File: config.mk
export PLATFORM = sky130hd
export DESIGN_NAME = tapsa_lane
export DESIGN_NICKNAME = d
export VERILOG_FILES = /design/src/design/tapsa_pkg.sv /design/src/design/tapsa_div.sv /design/src/design/tapsa_lane.sv
export SDC_FILE = /design/constraint.sdc
export NUM_CORES = 2
export LEC_CHECK = 0
export BUFFER_PORTS_ARGS = -buffer_cell sky130_fd_sc_hd__clkbuf_2
export CAP_MARGIN = 40
export CORE_ASPECT_RATIO = 0.6
export CORE_MARGIN = 5
export CORE_UTILIZATION = 65
export CTS_BUF_LIST = sky130_fd_sc_hd__clkbuf_8
export DETAILED_ROUTE_END_ITERATION = 8
export PLACE_DENSITY = 0.85
export SYNTH_ARGS = -nofsm -noshare
export SYNTH_HDL_FRONTEND = slang
export SYNTH_SLANG_ARGS = --single-unit
export TNS_END_PERCENT = 20
File: constraint.sdc
create_clock -name clk -period 18.9 [get_ports clk]
set_input_delay 1.89 -clock clk [delete_from_list [all_inputs] [get_ports clk]]
set_output_delay 1.89 -clock clk [all_outputs]
set_load 0.05 [all_outputs]
File: src/design/tapsa_pkg.sv
// Package for the two-axis PID servo block: register indexes, widths, types.
// No dependencies.
`default_nettype none
package tapsa_pkg;
  localparam int PosW   = 12;
  localparam int TimeW  = 32;
  localparam int AngW   = 8;
  localparam int GainW  = 16;
  localparam int IntW   = 32;
  localparam int AddrW  = 5;

  typedef enum logic [2:0] {
    REG_KP     = 3'd0,
    REG_KI     = 3'd1,
    REG_KD     = 3'd2,
    REG_CENTER = 3'd3,
    REG_LOW    = 3'd4,
    REG_HIGH   = 3'd5,
    REG_SPAN   = 3'd6
  } reg_idx_t;

  typedef struct packed {
    logic signed [GainW-1:0] kp;
    logic signed [GainW-1:0] ki;
    logic signed [GainW-1:0] kd;
    logic [7:0]              center;
    logic signed [8:0]       low;
    logic [7:0]              high;
    logic [10:0]             span;
  } cfg_t;

  // Lane control: start a sample, clear integrator.
  typedef struct packed {
    logic start;
    logic clear;
  } lane_ctl_t;
endpackage
`default_nettype wire

File: src/design/tapsa_div.sv
// Restoring divider, signed dividend by unsigned divisor, truncation to zero.
// One quotient bit per cycle. Depends on nothing.
`default_nettype none
module tapsa_div #(
  parameter int NW = 40,
  parameter int DW = 32
) (
  input  wire logic                 clk,
  input  wire logic                 rst_n,
  input  wire logic                 start,
  input  wire logic signed [NW-1:0] num,
  input  wire logic [DW-1:0]        den,
  output logic                      done,
  output logic signed [NW-1:0]      quo
);
  localparam int CW = $clog2(NW + 1);
  logic [NW-1:0] q_r, q_nxt;
  logic [DW:0]   rem_r, rem_nxt;
  logic [DW-1:0] den_r;
  logic          neg_r, busy_r;
  logic [CW-1:0] cnt_r;
  logic [DW:0]   trial;
  logic [NW-1:0] mag;

  assign mag = num[NW-1] ? NW'(-num) : num;

  // Shift in one dividend bit and try a subtract.
  always_comb begin
    trial = {rem_r[DW-1:0], q_r[NW-1]};
    q_nxt = {q_r[NW-2:0], 1'b0};
    rem_nxt = trial;
    if (trial >= {1'b0, den_r}) begin
      rem_nxt = trial - {1'b0, den_r};
      q_nxt[0] = 1'b1;
    end
  end

  always_ff @(posedge clk) begin
    if (!rst_n) begin
      busy_r <= 1'b0;
      done <= 1'b0;
      cnt_r <= '0;
    end else begin
      done <= 1'b0;
      if (start) begin
        busy_r <= 1'b1;
        cnt_r <= CW'(NW);
        q_r <= mag;
        rem_r <= '0;
        den_r <= den;
        neg_r <= num[NW-1];
      end else if (busy_r) begin
        q_r <= q_nxt;
        rem_r <= rem_nxt;
        cnt_r <= cnt_r - 1'b1;
        if (cnt_r == CW'(1)) begin
          busy_r <= 1'b0;
          done <= 1'b1;
        end
      end
    end
  end

  // Restore the sign of the finished quotient.
  assign quo = neg_r ? NW'(-q_r) : q_r;
endmodule
`default_nettype wire

File: src/design/tapsa_lane.sv
// One axis of the PID: map, P, saturating integrator, D with divider, clamp.
// Uses tapsa_pkg and tapsa_div.
`default_nettype none
module tapsa_lane (
  input  wire logic                  clk,
  input  wire logic                  rst_n,
  input  wire tapsa_pkg::lane_ctl_t  ctl,
  input  wire tapsa_pkg::cfg_t       cfg,
  input  wire logic signed [11:0]    pos,
  input  wire logic [31:0]           dt,
  output logic                       done,
  output logic [7:0]                 angle
);
  import tapsa_pkg::*;

  typedef enum logic [2:0] {S_IDLE, S_MAP, S_MAPQ, S_MUL, S_SUM, S_DIV, S_OUT}
    st_t;
  st_t st_r;

  logic signed [IntW-1:0] int_r;
  logic signed [PosW-1:0] prev_r;
  logic signed [PosW-1:0] pos_r;
  logic [31:0]            dt_r;
  logic signed [22:0]     mnum_r;
  logic [11:0]            span2_r;
  logic signed [22:0]     m_r;
  logic signed [39:0]     p_r, istep_r;
  logic signed [33:0]     dnum_r;
  logic signed [42:0]     tot_r;
  logic                   mdiv_start, ddiv_start, mdone, ddone;
  logic signed [22:0]     mquo;
  logic signed [39:0]     dquo;
  logic [10:0]            span;
  logic signed [41:0]     acc;
  logic signed [IntW-1:0] acc_sat;
  logic signed [42:0]     hi, lo, tot_c;
  logic signed [34:0]     deg;

  assign span = (cfg.span == '0) ? 11'd1 : cfg.span;

  // Map divider: offset numerator over twice the span.
  tapsa_div #(.NW(23), .DW(12)) u_mdiv (
    .clk, .rst_n, .start(mdiv_start), .num(mnum_r), .den(span2_r),
    .done(mdone), .quo(mquo));
  // D divider: gain times position step over dt.
  tapsa_div #(.NW(40), .DW(32)) u_ddiv (
    .clk, .rst_n, .start(ddiv_start), .num(40'(dnum_r)), .den(dt_r),
    .done(ddone), .quo(dquo));

  assign mdiv_start = (st_r == S_MAP);
  assign ddiv_start = (st_r == S_SUM) && (dt_r != '0);

  always_comb begin
    acc = 42'(int_r) + 42'(istep_r);
    if (acc > 42'sd2147483647) acc_sat = 32'sh7fffffff;
    else if (acc < -42'sd2147483648) acc_sat = 32'sh80000000;
    else acc_sat = acc[31:0];
    hi = 43'((11'(cfg.center) + 11'(cfg.high))) <<< 16;
    lo = 43'(($signed({2'b0, cfg.center}) + 11'(cfg.low))) <<< 16;
    tot_c = tot_r;
    if (tot_r > hi) tot_c = hi;
    else if (tot_r < lo) tot_c = lo;
    deg = 35'(tot_c[42:16]);
  end

  // Sequence one sample through map, multiply, divide and clamp.
  always_ff @(posedge clk) begin
    if (!rst_n) begin
      st_r <= S_IDLE;
      int_r <= '0;
      prev_r <= '0;
      done <= 1'b0;
    end else begin
      done <= 1'b0;
      if (ctl.clear) int_r <= '0;
      case (st_r)
        S_IDLE: if (ctl.start) begin
          pos_r <= pos;
          dt_r <= dt;
          mnum_r <= (23'(pos) + 23'($signed({1'b0, span}))) *
                    (23'($signed({1'b0, cfg.high})) - 23'(cfg.low));
          span2_r <= {span, 1'b0};
          st_r <= S_MAP;
        end
        S_MAP: st_r <= S_MAPQ;
        S_MAPQ: if (mdone) begin
          m_r <= mquo + 23'(cfg.low);
          st_r <= S_MUL;
        end
        S_MUL: begin
          p_r <= 40'(cfg.kp * m_r) <<< 4;
          istep_r <= 40'(cfg.ki * m_r) <<< 4;
          dnum_r <= 34'(cfg.kd * 18'(13'(pos_r) - 13'(prev_r))) <<< 4;
          st_r <= S_SUM;
        end
        S_SUM: begin
          int_r <= acc_sat;
          prev_r <= pos_r;
          st_r <= (dt_r != '0) ? S_DIV : S_OUT;
          tot_r <= 43'(p_r) + 43'(acc_sat) + (43'($signed({1'b0, cfg.center})) <<< 16);
        end
        S_DIV: if (ddone) begin
          tot_r <= tot_r + 43'(dquo);
          st_r <= S_OUT;
        end
        S_OUT: begin
          if (tot_c < 0) angle <= '0;
          else if (deg > 35'sd180) angle <= 8'd180;
          else angle <= deg[7:0];
          done <= 1'b1;
          st_r <= S_IDLE;
        end
        default: st_r <= S_IDLE;
      endcase
    end
  end
endmodule
`default_nettype wire

# Word-level counts from Yosys, hierarchy flattened
# Cells that the tools add are included.
[word_totals]
elab_cells = 140
regBits = 468
out_inout_bits = 9
in_bits = 132
[classes]
n_mux = 42
bitwise = 3
mul = 4
reduce_logical = 23
magnitude_cmp = 8
n_addsub = 18
n_eq_ne = 11
[op_table]
columns = ["operator", "n"]
rows = [
  ["$mux 32", 6],
  ["$mux 40", 4],
  ["$mux 43", 3],
  ["$mux 23", 4],
  ["$pmux 43 s2", 1],
  ["$mul 16x23->36", 2],
  ["$neg 23->23", 2],
  ["$add 43x40->43", 1],
  ["$gt 43x26->1", 1],
  ["$lt 43x1->1 const B", 1],
  ["$lt 43x26->1", 1],
  ["$add 41x25->42", 1],
  ["$add 32x40->41", 1],
  ["$add 40x32->41", 1],
  ["$gt 41x32->1 const B", 1],
  ["$lt 41x32->1 const B", 1],
  ["$neg 33->40", 1],
  ["$neg 40->40", 1],
  ["$ge 33x32->1", 1],
  ["$reduce_bool 32->1", 1],
  ["$sub 32x32->32", 1],
  ["$mul 16x13->29", 1],
  ["$gt 27x8->1 const B", 1],
  ["$mux 12", 2],
  ["35 further kinds", 69],
]

# Logic depth before layout (Yosys ltp)
[logic_depth]
word_depth = 7
depth_mapped = 35
ltp_nobuf = 34

# By module
# Synthesis repeated with hierarchy kept, for this count alone.
[hier_totals]
hier_cells = 7304
area_unflattened_um2 = 68801.0
[by_module_without_submodules]
columns = ["module", "seq_area_each_um2", "cells_each", "n_inst", "area_per_inst_um2"]
rows = [
  ["tapsa_lane", 8558.2, 6108, 1, 57284.9],
  ["tapsa_div (u_ddiv)", 3313.2, 808, 1, 7781.2],
  ["tapsa_div (u_mdiv)", 1581.5, 388, 1, 3734.8],
]

# Least setup slack after synthesis
# No wires, ideal clock.
[synth_path]
kind = "in2reg"
start = "input port cfg[1] in the netlist's numbering"
end = "register mnum_r[22] (data pin)"
t_arrival_ns = 9.310
path_buffers = 1
t_required_ns = 18.733
setup_slack_ns = 9.423
setup_time_ns = 0.167
path_stages = 31
cell_sequence = "nor4_1 -> a31o_2 -> ha_1 -> inv_1 -> fa_1 -> nor2b_1 -> o21ai_0 -> a21boi_0 -> o21ai_0 -> a21boi_0 -> o21ai_0 -> a21boi_0 -> o21ai_0 -> a21boi_0 -> or3b_2 -> clkbuf_1 -> nor2_1 -> fa_1 -> inv_1 -> fa_1 -> inv_1 -> fa_1 -> fa_1 -> fa_1 -> ha_1 -> and3_1 -> nand3_1 -> nand3_1 -> or4_1 -> and3_1 -> a211oi_1"
[synth_via]
elab_chain_len = 4
[synth_lines]
columns = ["element", "line", "source"]
rows = [
  ["start, declared", "tapsa_lane.sv:8", "input wire tapsa_pkg::cfg_t cfg,"],
  ["$logic_not 11->1", "tapsa_lane.sv:39", "assign span = (cfg.span == '0) ? 11'd1 : cfg.span;"],
  ["$mux 11", "tapsa_lane.sv:39", ""],
  ["named net span[0]", "tapsa_lane.sv:33", "logic [10:0] span;"],
  ["$add 12x12->13", "tapsa_lane.sv:80", "mnum_r <= (23'(pos) + 23'($signed({1'b0, span}))) *"],
  ["$mul 13x10->23", "tapsa_lane.sv:80", ""],
  ["end signal, assigned", "tapsa_lane.sv:80", ""],
  ["end, declared", "tapsa_lane.sv:24", "logic signed [22:0] mnum_r;"],
]
# The timed path passes the listed nets, and every way through them passes these cells.
# A chain may end at the register's enable or synchronous reset.

# Worst setup path after layout
[layout_path]
start = "input port cfg[8] in the netlist's numbering"
end = "register mnum_r[22] (data pin)"
# Same word-level chain as after synthesis.

==> metrics.md <==
| Metric | Value |
|---|---|
| Vias in the first global route | between 50000 and 60000 |
| WS Path Type | in2reg |
| Gate Count Post-Synth | ~7200 |
| Post CTS Setup Buffer Count | 0 |
| Num Clock Sinks | 468 |
| Register area share after synthesis | about a fifth |
| DRT antenna net count | 0 |
| Crit path time final | approximately 10 ns |
| Slowest-stage cell, CP | xor2_1 |
| Max-slew violations | 0 |
| Starting DRT DRC Count | roughly 5200 |
| CP Max Fanout | 6 |
| Area Overhead vs Synth | 5.76% |
| Critical Path Max Stage Delay | approximately 0.56 ns |
| Placed Area | between 0.07 and 0.08 mm2 |
| Final Instance Area | between 0.07 and 0.08 mm2 |
| Num rows | 92 |
| DRC | 0 |
| Crit path DAT | between 10 and 15 ns |
| Synth cell types | 82 |
| Synth area leaders | fa_1 (30%), edfxtp_1 (18%), ha_1 (11%), inv_1 (6.7%), nand2_1 (5.0%) |
| Max Clk Rate | ~100 MHz |
| Detailed placement HPWL | around 140000 um |
| Synth warn | 0 |
| Drt wl/cell | between 20 and 25 um |
| # IOs | 141 |
| RSZ-0062 raised after global routing | no |
| Status | completed |
| Primary FF master, synth | edfxtp_1 |
| Reg-to-Reg Start | pos_r[1] |
| Starting Density | about 65% |
| Max-Cap Viols | 0 |
| Final Hold Vio Count | 0 |
| Reg-to-Reg End | dnum_r[32] |
| Hold depth | 0 |
| Die area | 0.112 mm2 |
| Mux contribution to synthesized area | less than 1% |
| Cell count of the worst reg-to-reg path | 32 |
| Setup Viol. Count Final | 0 |
| Crit share post-route | between 50% and 60% |
| Compound-Gate Fraction of Synth Area | a little over a tenth |
| Syn_area_per_cell | around 9.4 um2 |
| Synth Area in Simple Gates | 14.5% |
| First-pass GRT wire length | slightly below 300000 um |
| Worst vdd ir | around 0.35 mV |
| Via density | between 6 and 7 |
| Input/output buffers | 140 |
| Pleak | between 30 and 40 nW |
| Clock root cell | clkbuf_8 |
| Tot GR Track Use | 32.2% |
| Synth area leader | fa_1 |
| Final Util | between 60% and 70% |
| Die W | around 430 um |
| R2r setup slk | roughly 10 ns |
| Cell area after synthesis | roughly 0.07 mm2 |
| CTS Hold Buffers Added | 0 |
| Relative slew slack | about a third |
| Top cell type's share of synthesized area | 29.5% |
| Final weighted congestion of routability-driven global placement | ~0.95 |
| Setup tns final | 0 ns |
| Hold EP | u_mdiv.den_r[4] |
| Layout cells sized above 1 | 5.55% |
| FF+latch count, synth | 468 |
| Core region area | 0.105 mm2 |
| Worst Hold Class | reg2reg |
| Worst endpoint required time | slightly below 20 ns |
| Syn Nets | approximately 9000 |
| Post-Synth XOR/XNOR Area | under 10% |
| Largest net degree at the start of global routing | 71 |
| H-tree depth | 3 |
| Cts repair resizes | 0 |
| Largest family of logic cells by synthesized area | adder cells |
| Clock Latency Late Sink | between 0.7 and 0.8 ns |
| Fin nets | approximately 9000 |
| DIE HEIGHT | around 260 um |
| Startpoint types | input port |
| Number of synthesized flops with an enable pin | between 400 and 500 |
| Final WL | roughly 180000 um |
| Pre-Repair DR Iteration Count | 8 |
| Final setup skew | ~0.073 ns |
| Cell Pwr Density | 177 mW/mm2 |
| Synth Area in Adders | 40.7% |
| Initial antenna violation count | 12 |
| Clock Path Buffers | 3 |
| Hold Startpoint | span2_r[4] |
| Num CTS Buffers | just under 80 |
| Top cell by count, worst path | fa_1 |
| Worst Setup Slack, final | between 8 and 9 ns |
| Async SR Flop Fraction | 0% |
| CTS tree | done |
| Clock-pin slew on the worst setup and hold paths | around 0.070 ns |
| Worst Setup Slack post-DPL | between 8 and 9 ns |
| GRT overflow | 0 |
| Crit. End Element | flip-flop |
| Vias | 52825 |
| Worst-Margin Slew | just over 1 ns |
power by group:
group	total, mW	switching [mW]	internal (mW)
sequential	1.83	0.0754	1.75
clock	1.02	0.492	0.528
combinational	9.87	5.55	4.32
total	12.7	6.12	6.60
cell type report:
cell class	instances	area (um2)
multi-input cells	5295	49200
fillers	7785	32500
flip-flops and latches	468	13400
inverters	1213	4550
well taps	1410	1760
repair buffers	217	1320
clock buffers	87	1200
clock inverters	57	484
diodes	13	32.5
synthesized netlist by cell type, types with 27 or more instances:
master / count
inv_1: 1213
fa_1: 1004
nand2_1: 907
ha_1: 608
edfxtp_1: 405
and2_1: 339
a21oi_1: 321
nor2_1: 309
xnor2_1: 306
clkbuf_1: 255
o21ai_0: 237
xor2_1: 143
a21o_1: 140
nand2b_1: 94
nor2b_1: 73
nor3_1: 71
nand3_1: 70
dfxtp_1: 63
o21a_1: 48
o21bai_1: 47
o31ai_1: 44
or3_1: 37
a211oi_1: 35
nor4_1: 32
a21boi_0: 31
and3_1: 27
mux2i_1: 27
stage by stage:
stage,cells,power [mW],hold WS (ns)
CTS,8746,12.7,0.427
detailed placement,8602,11.5,0.410
finish,8760,12.7,0.429
global route,8757,14.1,0.438
floorplan,7238,9.41,0.400
global placement,8590,11.1,0.403
cells in the final DEF, fill, tap and decap left out, types with 143 or more instances in the layout:
master       n
edfxtp_1   405
nand2_1    907
nor2_1     304
and2_1     339
inv_1     1230
xor2_1     143
ha_1       608
xnor2_1    305
a21oi_1    321
fa_1      1004
o21ai_0    237
registers in the layout, summed over array words and instances (netlist names), 6 cells and up:
signal        flops
m_r              23
u_mdiv.q_r       23
pos_r            12
angle             8
u_mdiv.den_r     11
u_mdiv.rem_r     12
u_ddiv.cnt_r      6
u_ddiv.den_r     32
span2_r          11
tot_r            43
dt_r             32
p_r              36
int_r            32
u_ddiv.rem_r     32
dnum_r           29
mnum_r           23
istep_r          36
prev_r           12
u_ddiv.q_r       40
worst max-delay path, delay by kind of cell:
| kind | cells | cell delay [ns] |
|---|---|---|
| AOI/OAI and AO/OA | 11 | 2.57 |
| xor gates and xnor gates | 1 | 0.56 |
| adders and majority gates | 8 | 3.34 |
| buffers and inverters | 4 | 0.30 |
| and+or+nand+nor | 9 | 1.89 |
worst max-delay path by stage:
stage,startpoint,end,slack (ns)
2_1_floorplan,cfg[1],mnum_r[22],9.42
3_3_place_gp,cfg[8],mnum_r[22],8.66
3_5_place_dp,cfg[8],mnum_r[21],8.41
4_1_cts,cfg[8],mnum_r[22],9.19
5_1_grt,cfg[1],mnum_r[21],8.40
6_report,cfg[8],mnum_r[22],8.95
logic make-up after synthesis:
| logic type | after synthesis |
|---|---|
| AND/OR/NAND/NOR | 2072 |
| adder cells (fa/ha/maj) | 1612 |
| buffers and inverters | 1475 |
| AO/OA/AOI/OAI | 1134 |
| flip-flops | 468 |
| XOR/XNOR | 450 |
| multiplexers | 27 |
metal layers:
layer	up-vias	GRT usage, %	share of wire (%)
met5	-	0	0
met4	0	10.1	3.1
met3	473	8.09	11
met2	2700	48.9	44
met1	26099	46.0	42
li1	23553	-	-
Power figures use the tool's default switching activity.
